<file path="src/design/rih_pkg.sv">
`timescale 1ns / 1ps

package rih_pkg;

    localparam int IDX_W       = 32;
    localparam int FRAC_BITS   = 32;
    localparam int BASE_BITS   = 8;
    localparam int DIGIT_STEPS = 8;

    typedef struct packed {
        logic [IDX_W-1:0]     index;
        logic [BASE_BITS-1:0] base;
    } cmd_t;

    typedef struct packed {
        logic [FRAC_BITS-1:0] fraction;
        logic                 bad_base;
    } result_t;

endpackage

</file>
<file path="src/design/radical_inverse_halton_unit.sv">
`timescale 1ns / 1ps

// Halton radical inverse: mirrors the base-b digits of a 32-bit index about the
// radix point and returns floor(value * 2^FRAC_BITS) as an unsigned 0.FRAC_BITS
// fraction. A command beat is taken when start is high and busy is low; busy
// then stays high until the result is shown, for exactly one cycle, with done
// high. The receiver cannot stall: it must take the result in that cycle. One
// shared restoring divider peels off each digit, DIGIT_STEPS quotient bits per
// cycle, and one shared multiplier updates the mirrored value and the scale.
// Each digit takes a divide phase and then two multiply steps; after the last
// digit, a restoring division of the mirrored value by the scale yields the
// fraction bits. A zero index or a base below 2 skips the digit loop; a base
// below 2 returns fraction 0 with bad_base set.
module radical_inverse_halton_unit #(
    parameter int DIGIT_STEPS = rih_pkg::DIGIT_STEPS
) (
    input  logic             clk,
    input  logic             rst_n,
    input  logic             start,
    input  rih_pkg::cmd_t    cmd,
    output logic             busy,
    output logic             done,
    output rih_pkg::result_t result
);

    localparam int IDX_W   = rih_pkg::IDX_W;
    localparam int BB      = rih_pkg::BASE_BITS;
    localparam int FB      = rih_pkg::FRAC_BITS;
    localparam int W       = IDX_W + BB;
    localparam int DIG_CYC = IDX_W / DIGIT_STEPS;
    localparam int CNT_MAX = (FB > DIG_CYC) ? FB : DIG_CYC;
    localparam int CNT_W   = (CNT_MAX > 2) ? $clog2(CNT_MAX) : 1;

    typedef enum logic [4:0] {
        ST_IDLE = 5'b00001,
        ST_DIV  = 5'b00010,
        ST_MULM = 5'b00100,
        ST_MULS = 5'b01000,
        ST_FDIV = 5'b10000
    } state_t;

    state_t               state_reg, state_next;
    logic [CNT_W-1:0]     cnt_reg, cnt_next;
    logic [IDX_W-1:0]     idx_reg, idx_next;
    logic [BB-1:0]        base_reg, base_next;
    logic [BB-1:0]        rem_reg, rem_next;
    logic [W-1:0]         mir_reg, mir_next;
    logic [W-1:0]         scale_reg, scale_next;
    logic [FB-1:0]        quo_reg, quo_next;
    logic                 bad_reg, bad_next;
    logic                 done_reg, done_next;
    rih_pkg::result_t     result_reg, result_next;

    logic [BB:0]          div_r;
    logic [IDX_W-1:0]     div_q;
    logic [W-1:0]         mul_a;
    logic [W+BB-1:0]      mul_p;
    logic [W:0]           fd_r;
    logic [W:0]           fd_d;
    logic                 fd_ge;
    logic                 bad_in;

    assign bad_in = (cmd.base < BB'(2));

    always_comb
    begin
        div_r = {1'b0, rem_reg};
        div_q = idx_reg;
        for (int i = 0; i < DIGIT_STEPS; i++)
        begin
            div_r = {div_r[BB-1:0], div_q[IDX_W-1]};
            div_q = {div_q[IDX_W-2:0], 1'b0};
            if (div_r >= {1'b0, base_reg})
            begin
                div_r    = div_r - {1'b0, base_reg};
                div_q[0] = 1'b1;
            end
        end
    end

    assign mul_a = (state_reg == ST_MULM) ? mir_reg : scale_reg;
    assign mul_p = mul_a * base_reg;

    assign fd_r  = {mir_reg, 1'b0};
    assign fd_d  = {1'b0, scale_reg};
    assign fd_ge = (fd_r >= fd_d);

    always_comb
    begin
        state_next  = state_reg;
        cnt_next    = cnt_reg;
        idx_next    = idx_reg;
        base_next   = base_reg;
        rem_next    = rem_reg;
        mir_next    = mir_reg;
        scale_next  = scale_reg;
        quo_next    = quo_reg;
        bad_next    = bad_reg;
        done_next   = 1'b0;
        result_next = result_reg;

        unique case (state_reg)
            ST_IDLE:
            begin
                if (start)
                begin
                    idx_next   = cmd.index;
                    base_next  = cmd.base;
                    bad_next   = bad_in;
                    rem_next   = '0;
                    mir_next   = '0;
                    scale_next = W'(1);
                    quo_next   = '0;
                    if (bad_in || (cmd.index == '0))
                    begin
                        cnt_next   = CNT_W'(FB - 1);
                        state_next = ST_FDIV;
                    end
                    else
                    begin
                        cnt_next   = CNT_W'(DIG_CYC - 1);
                        state_next = ST_DIV;
                    end
                end
            end
            ST_DIV:
            begin
                idx_next = div_q;
                rem_next = div_r[BB-1:0];
                cnt_next = cnt_reg - CNT_W'(1);
                if (cnt_reg == '0)
                begin
                    state_next = ST_MULM;
                end
            end
            ST_MULM:
            begin
                mir_next   = mul_p[W-1:0] + W'(rem_reg);
                state_next = ST_MULS;
            end
            ST_MULS:
            begin
                scale_next = mul_p[W-1:0];
                rem_next   = '0;
                if (idx_reg == '0)
                begin
                    cnt_next   = CNT_W'(FB - 1);
                    state_next = ST_FDIV;
                end
                else
                begin
                    cnt_next   = CNT_W'(DIG_CYC - 1);
                    state_next = ST_DIV;
                end
            end
            ST_FDIV:
            begin
                mir_next = fd_ge ? W'(fd_r - fd_d) : fd_r[W-1:0];
                quo_next = {quo_reg[FB-2:0], fd_ge};
                cnt_next = cnt_reg - CNT_W'(1);
                if (cnt_reg == '0)
                begin
                    done_next            = 1'b1;
                    result_next.fraction = quo_next;
                    result_next.bad_base = bad_reg;
                    state_next           = ST_IDLE;
                end
            end
            default:
            begin
                state_next = ST_IDLE;
            end
        endcase
    end

    always_ff @(posedge clk or negedge rst_n)
    begin
        if (!rst_n)
        begin
            state_reg <= ST_IDLE;
            done_reg  <= 1'b0;
        end
        else
        begin
            state_reg <= state_next;
            done_reg  <= done_next;
        end
    end

    always_ff @(posedge clk)
    begin
        cnt_reg    <= cnt_next;
        idx_reg    <= idx_next;
        base_reg   <= base_next;
        rem_reg    <= rem_next;
        mir_reg    <= mir_next;
        scale_reg  <= scale_next;
        quo_reg    <= quo_next;
        bad_reg    <= bad_next;
        result_reg <= result_next;
    end

    assign busy   = (state_reg != ST_IDLE);
    assign done   = done_reg;
    assign result = result_reg;

endmodule

</file>
<file path="config.mk">
export PLATFORM = sky130hd
export DESIGN_NAME = radical_inverse_halton_unit
export DESIGN_NICKNAME = d
export VERILOG_FILES = /design/src/design/rih_pkg.sv /design/src/design/radical_inverse_halton_unit.sv
export SDC_FILE = /design/constraint.sdc
export NUM_CORES = 1
export LEC_CHECK = 0
export BUFFER_PORTS_ARGS = -buffer_cell sky130_fd_sc_hd__buf_2
export CAP_MARGIN = 30
export CORE_AREA = 2 2 209 211
export DETAILED_ROUTE_END_ITERATION = 10
export DIE_AREA = 0 0 211 213
export PLACE_DENSITY = 0.82
export SKIP_LAST_GASP = 1
export SLEW_MARGIN = 20
export SYNTH_ARGS = -nofsm -noshare
export SYNTH_HDL_FRONTEND = slang
export SYNTH_SLANG_ARGS = --single-unit
</file>
<file path="constraint.sdc">
create_clock -name clk -period 49.8 [get_ports clk]
set_input_delay 7.47 -clock clk [delete_from_list [all_inputs] [get_ports clk]]
set_output_delay 7.47 -clock clk [all_outputs]
set_load 0.005 [all_outputs]
</file>
* Word level (Yosys, flattened, before mapping)
Index checks and enable logic that the tools add are counted.
Word-level totals: output and inout port bits 35, flip-flop bits (word level) 204, input bits 43
Cells by class: order comparisons 10, reductions and logical operators 20, $mul 1, mux-type cells 40, add/subtract/negate cells 11, equal/unequal tests 9
Operators by type and width (number):
- $mux W40 | 4
- $pmux W40 S3 | 1
- $pmux W40 S2 | 1
- $ge A9 B8 Y1 | 8
- $mux W8 | 9
- $logic_not A32 Y1 | 2
- $pmux W32 S2 | 1
- $sub A8 B8 Y8 | 8
- $pmux W31 S2 | 1
- $ge A41 B40 Y1 | 1
- $add A40 B8 Y40 | 1
- $mul A40 B8 Y40 | 1
- $mux W5 | 8
- $sub A40 B40 Y40 | 1
- $mux W32 | 1
- $mux W31 | 1
- $pmux W5 S5 | 1
- $pmux W8 S3 | 1
- $reduce_and A2 Y1 | 8
- $pmux W5 S3 | 1
- $mux W1 | 10
- $reduce_bool A3 Y1 | 3
- $lt A8 B2 Y1 const B | 1
- $ne A2 B2 Y1 const B | 3
- other kinds (12) | 14

* Depth between registers and ports, before layout
depth after elaboration 17, mapped depth 91

* Worst setup path before layout
OpenSTA, ideal clock, no wires.
path kind reg-to-reg, start point reg base_reg[2], end point reg rem_reg[1] (data pin), buffers on the path 7, setup slack 32.423 ns, clock period less this slack 17.377 ns, arrival 17.110 ns, setup time 0.267 ns, cell stages (with the launch flop) 90, path through edfxtp_1 inv_1 clkbuf_1 ha_1 buf_2 a211oi_2 o21ai_1 a2111oi_4 clkbuf_1 mux2_2 inv_1 ha_1 nor2b_1 o21ai_0 nand3_1 and3_1 clkbuf_1 nor2_2 [... 54 more ...] a21o_1 o21bai_1 a21oi_1 nand4_1 mux2i_1 ha_1 a21o_1 a21o_1 a21o_1 a21o_1 a21o_1 a21oi_1 o21ai_0 a21o_1 a211oi_2 buf_4 mux2i_1 nor2_1
On the way: cells in the longest elaborated chain, start to end 17, elaborated cells between the ends (all ways) 25, classes of those cells 8 x add/sub; 8 x order compare; 9 x mux
Ends and longest elaborated chain:
- from (decl) | line radical_inverse_halton_unit.sv:45 | logic [BB-1:0] base_reg, base_next;
- from (signal assigned) | line radical_inverse_halton_unit.sv:194 | base_reg <= base_next;
- $sub A8 B8 Y8 or $ge A9 B8 Y1 (tied branches) | line radical_inverse_halton_unit.sv:75, radical_inverse_halton_unit.sv:73
- $mux W8 | line radical_inverse_halton_unit.sv:73 | if (div_r >= {1'b0, base_reg})
- $sub A8 B8 Y8 or $ge A9 B8 Y1 (tied branches) | line radical_inverse_halton_unit.sv:75, radical_inverse_halton_unit.sv:73
- $mux W8 | line radical_inverse_halton_unit.sv:73
- $sub A8 B8 Y8 or $ge A9 B8 Y1 (tied branches) | line radical_inverse_halton_unit.sv:75, radical_inverse_halton_unit.sv:73
- $mux W8 | line radical_inverse_halton_unit.sv:73
- $sub A8 B8 Y8 or $ge A9 B8 Y1 (tied branches) | line radical_inverse_halton_unit.sv:75, radical_inverse_halton_unit.sv:73
- $mux W8 | line radical_inverse_halton_unit.sv:73
- $sub A8 B8 Y8 or $ge A9 B8 Y1 (tied branches) | line radical_inverse_halton_unit.sv:75, radical_inverse_halton_unit.sv:73
- $mux W8 | line radical_inverse_halton_unit.sv:73
- $sub A8 B8 Y8 or $ge A9 B8 Y1 (tied branches) | line radical_inverse_halton_unit.sv:75, radical_inverse_halton_unit.sv:73
- $mux W8 | line radical_inverse_halton_unit.sv:73
- $ge A9 B8 Y1 or $sub A8 B8 Y8 (tied branches) | line radical_inverse_halton_unit.sv:73, radical_inverse_halton_unit.sv:75
- $mux W8 | line radical_inverse_halton_unit.sv:73
- $sub A8 B8 Y8 or $ge A9 B8 Y1 (tied branches) | line radical_inverse_halton_unit.sv:75, radical_inverse_halton_unit.sv:73
- $mux W8 * | line radical_inverse_halton_unit.sv:73
- $pmux W8 S3 * | line radical_inverse_halton_unit.sv:102 | unique case (state_reg)
- to (signal assigned) | line radical_inverse_halton_unit.sv:195 | rem_reg <= rem_next;
- to (decl) | line radical_inverse_halton_unit.sv:46 | logic [BB-1:0] rem_reg, rem_next;
Mark *: on every way between the ends. The rest lies on a longest branch, timed or not. A chain may end at the register's enable or synchronous reset.

* Final worst setup path
start point reg base_reg[5], end point reg rem_reg[1] (data pin)
On the way: cells in the longest elaborated chain, start to end 17, elaborated cells between the ends (all ways) 25, classes of those cells 8 x add/sub; 8 x order compare; 9 x mux
Ends and longest elaborated chain (line):
- $sub A8 B8 Y8 or $ge A9 B8 Y1 (tied branches) | radical_inverse_halton_unit.sv:75, radical_inverse_halton_unit.sv:73
- $mux W8 | radical_inverse_halton_unit.sv:73
- $sub A8 B8 Y8 or $ge A9 B8 Y1 (tied branches) | radical_inverse_halton_unit.sv:75, radical_inverse_halton_unit.sv:73
- $mux W8 | radical_inverse_halton_unit.sv:73
- $sub A8 B8 Y8 or $ge A9 B8 Y1 (tied branches) | radical_inverse_halton_unit.sv:75, radical_inverse_halton_unit.sv:73
- $mux W8 | radical_inverse_halton_unit.sv:73
- $ge A9 B8 Y1 or $sub A8 B8 Y8 (tied branches) | radical_inverse_halton_unit.sv:73, radical_inverse_halton_unit.sv:75
- $mux W8 | radical_inverse_halton_unit.sv:73
- $sub A8 B8 Y8 or $ge A9 B8 Y1 (tied branches) | radical_inverse_halton_unit.sv:75, radical_inverse_halton_unit.sv:73
- $mux W8 | radical_inverse_halton_unit.sv:73
- $sub A8 B8 Y8 or $ge A9 B8 Y1 (tied branches) | radical_inverse_halton_unit.sv:75, radical_inverse_halton_unit.sv:73
- $mux W8 | radical_inverse_halton_unit.sv:73
- $sub A8 B8 Y8 or $ge A9 B8 Y1 (tied branches) | radical_inverse_halton_unit.sv:75, radical_inverse_halton_unit.sv:73
- $mux W8 | radical_inverse_halton_unit.sv:73
- $ge A9 B8 Y1 or $sub A8 B8 Y8 (tied branches) | radical_inverse_halton_unit.sv:73, radical_inverse_halton_unit.sv:75
- $mux W8 * | radical_inverse_halton_unit.sv:73
- $pmux W8 S3 * | radical_inverse_halton_unit.sv:102
Marks and branches as above.

==> impl_metrics.tcl <==
set metrics [dict create \
    status "finished, final reports clean" \
    grt_first_pass_wirelength_um 101000 \
    layout.nets 2978 \
    synth_ff_type "edfxtp_1" \
    critPathCaptureType "flip-flop" \
    setup_viol_count_final 0 \
    worstPathRequired_ps 50060 \
    htreeDepth 1 \
    hold_viol 0 \
    post_cts_buffers 0 \
    grt_util_met1_pct 37.4 \
    dieArea_mm2 0.0449 \
    seq_area_frac_synth_pct 26.2 \
    min-delay-start "quo_reg[30]$_SDFFCE_PN0P_" \
    io_buffers 77 \
    critical-path-top-delay-family "compound AO/OA/AOI/OAI gates" \
    synthArstFlopShare_pct 2.94 \
    core_mm2 0.0427 \
    gp_congestion 0.982 \
    hold_path_class "flip-flop to flip-flop" \
    grt_max_degree 64 \
    maxCapViolations 0 \
    first_global_vias 19300 \
    fmax_mhz 50.7 \
    hold_buffers 0 \
    grt-busiest-layer "met2" \
    critPathKind "flip-flop to flip-flop" \
    worstPathMaxFanout 17 \
    overflow 0 \
    hold_ws_ps 432 \
    root_buffer "clkbuf_16" \
    r2r_end "rem_reg[1]$_SDFFCE_PN0P_" \
    post_dp_cell_area_mm2 0.0243 \
    period_share_pct 39.6 \
    worst_slew_pin_slew_ps 1010 \
    hold_depth 0 \
    cts_resized 0 \
    antenna_cells 0 \
    syn-mean-instance-area_um2 9.29 \
    routed_wl_um 62500 \
    critPathSlowestCell "a211oi_2" \
    drt-initial-drc-count 1531 \
    synth_nets 2925 \
    first_pass_iters 5 \
    track_usage_pct 28.3 \
    fin_setup_tns_ps 0 \
    grt_setup_unrepaired "false" \
    insertion_delay_ps 530 \
    worst-path-stages 83 \
    syn_to_final_growth_pct 7.58 \
    floorplan.initialDensity_pct 54.5 \
    final_common_cell "inv_1" \
    layout_common_cells "300 x inv_1, 266 x nand2_1, 214 x fa_1" \
    viasPerCell 6.11 \
    cts_tree "done" \
    rr_worst_depth 83 \
    wl_per_cell_um 20.0 \
    worstPathArrival_ps 19970 \
    clk_path_buf_depth 3 \
    drv_slew 0 \
    worstSetupStartpoint "base_reg[5]$_DFFE_PP_" \
    drcViolationCount 0 \
    clock_skew_ps 19.4 \
    path_buf_inv 7 \
    holdPathEnd "result[32]$_DFFE_PP_" \
    critical_path.max_stage_delay_ps 790 \
    dieHeight_um 213 \
    antenna_found_initial 1 \
    rrSetupSlack_ps 30100 \
    post-dp-hpwl_um 47400 \
    clkTransAtPathRegs_ps 70 \
    syn_area_mm2 0.0233 \
    synth-seq-cells 204 \
    max_slew_margin_pct 32.0 \
    die_x_um 211 \
    rows 76 \
    drive_gt1_share_pct 8.78 \
    cts_sinks 204 \
    ys_warn_count 0 \
    post-route-util_pct 58.7 \
    cpMostUsedCell "a21o_1" \
    r2r-start "base_reg[5]$_DFFE_PP_" \
    ant_nets 0 \
    final_cell_area_mm2 0.0251 \
    synth.distinct_cells 78 \
    synthCells 2506 \
    num_vias 19100 \
    grtUsageMet2_pct 47.2 \
    critPathLaunchType "flip-flop" \
    io_pins 78 \
    synth-edff-count 198 \
    cts_buffers 21 \
    grtUsageMet3_pct 4.81 \
    layout_min_cycle_time_ps 19710 \
]
-- worst reg2reg max path, delay by kind of cell, from the launching register on --
| kind | cells | cell delay (ps) |
|---|---|---|
| compound gates | 41 | 8510 |
| fa+ha+maj | 8 | 2490 |
| buf+inv | 7 | 1070 |
| flops | 1 | 700 |
| mux | 7 | 2810 |
| simple gates | 20 | 3810 |
-- stage by stage --
stage | std cells | setup slack, ps
2_1_floorplan | 2506 | 32420
3_3_place_gp | 3076 | 30500
4_1_cts | 3115 | 30060
6_report | 3119 | 30100
3_5_place_dp | 3078 | 30130
5_1_grt | 3119 | 28570
-- cell usage after synthesis (14+ instances only) --
cell type	n	share of area, %
a21o_1	76	2.4
a21oi_1	119	2.6
and2_1	129	3.5
and3_1	14	0.38
clkbuf_1	74	1.2
edfxtp_1	198	26
fa_1	214	18
ha_1	162	8.7
inv_1	300	4.8
mux2_2	45	2.2
mux2i_1	39	1.7
nand2_1	267	4.3
nand2b_1	29	0.78
nand3_1	37	0.80
nand4_1	26	0.70
nor2_1	176	2.8
nor2b_1	25	0.67
nor3_1	36	0.77
nor4_1	23	0.62
o21a_1	22	0.71
o21ai_0	89	1.9
o21ai_1	26	0.56
o21bai_1	16	0.52
o22ai_1	35	0.94
xnor2_1	92	3.5
xor2_1	59	2.2
-- layer usage --
| layer | wire, um | vias to the layer above |
|---|---|---|
| met1 | 25400 | 9260 |
| li1 | - | 8699 |
| met3 | 5640 | 194 |
| met2 | 29100 | 910 |
| met5 | 0 | - |
| met4 | 2350 | 0 |
-- final cells by class --
type                    instances  area, um2
inverters                     302       1130
clock inverters                10        134
fillers                      3547      17600
multi-input cells            1920      15800
flip-flops and latches        204       6100
clock buffers                  27        558
repair buffers                110        666
well taps                     546        683
-- cells by family (layout without fill, tap and decap cells) --
| group | after synthesis | in the layout | share of synthesized area, % |
|---|---|---|---|
| xor+xnor | 151 | 151 | 5.68 |
| compound gates | 487 | 487 | 13.7 |
| mux | 85 | 85 | 3.91 |
| flops | 204 | 204 | 26.2 |
| simple gates | 821 | 821 | 17.2 |
| buf+inv | 382 | 449 | 6.18 |
| fa+ha+maj | 376 | 376 | 27.1 |
-- worst max-delay path by stage --
stage                                     to  slack [ps]
detailed placement  rem_reg[1]$_SDFFCE_PN0P_       30130
CTS                 rem_reg[1]$_SDFFCE_PN0P_       30060
global route        rem_reg[7]$_SDFFCE_PN0P_       28570
finish              rem_reg[1]$_SDFFCE_PN0P_       30100
global placement    rem_reg[6]$_SDFFCE_PN0P_       30500
floorplan           rem_reg[1]$_SDFFCE_PN0P_       32420
Power is left out: the tool's default activity adds up to more than one toggle a clock period on the data nets, which glitch-free logic cannot reach.
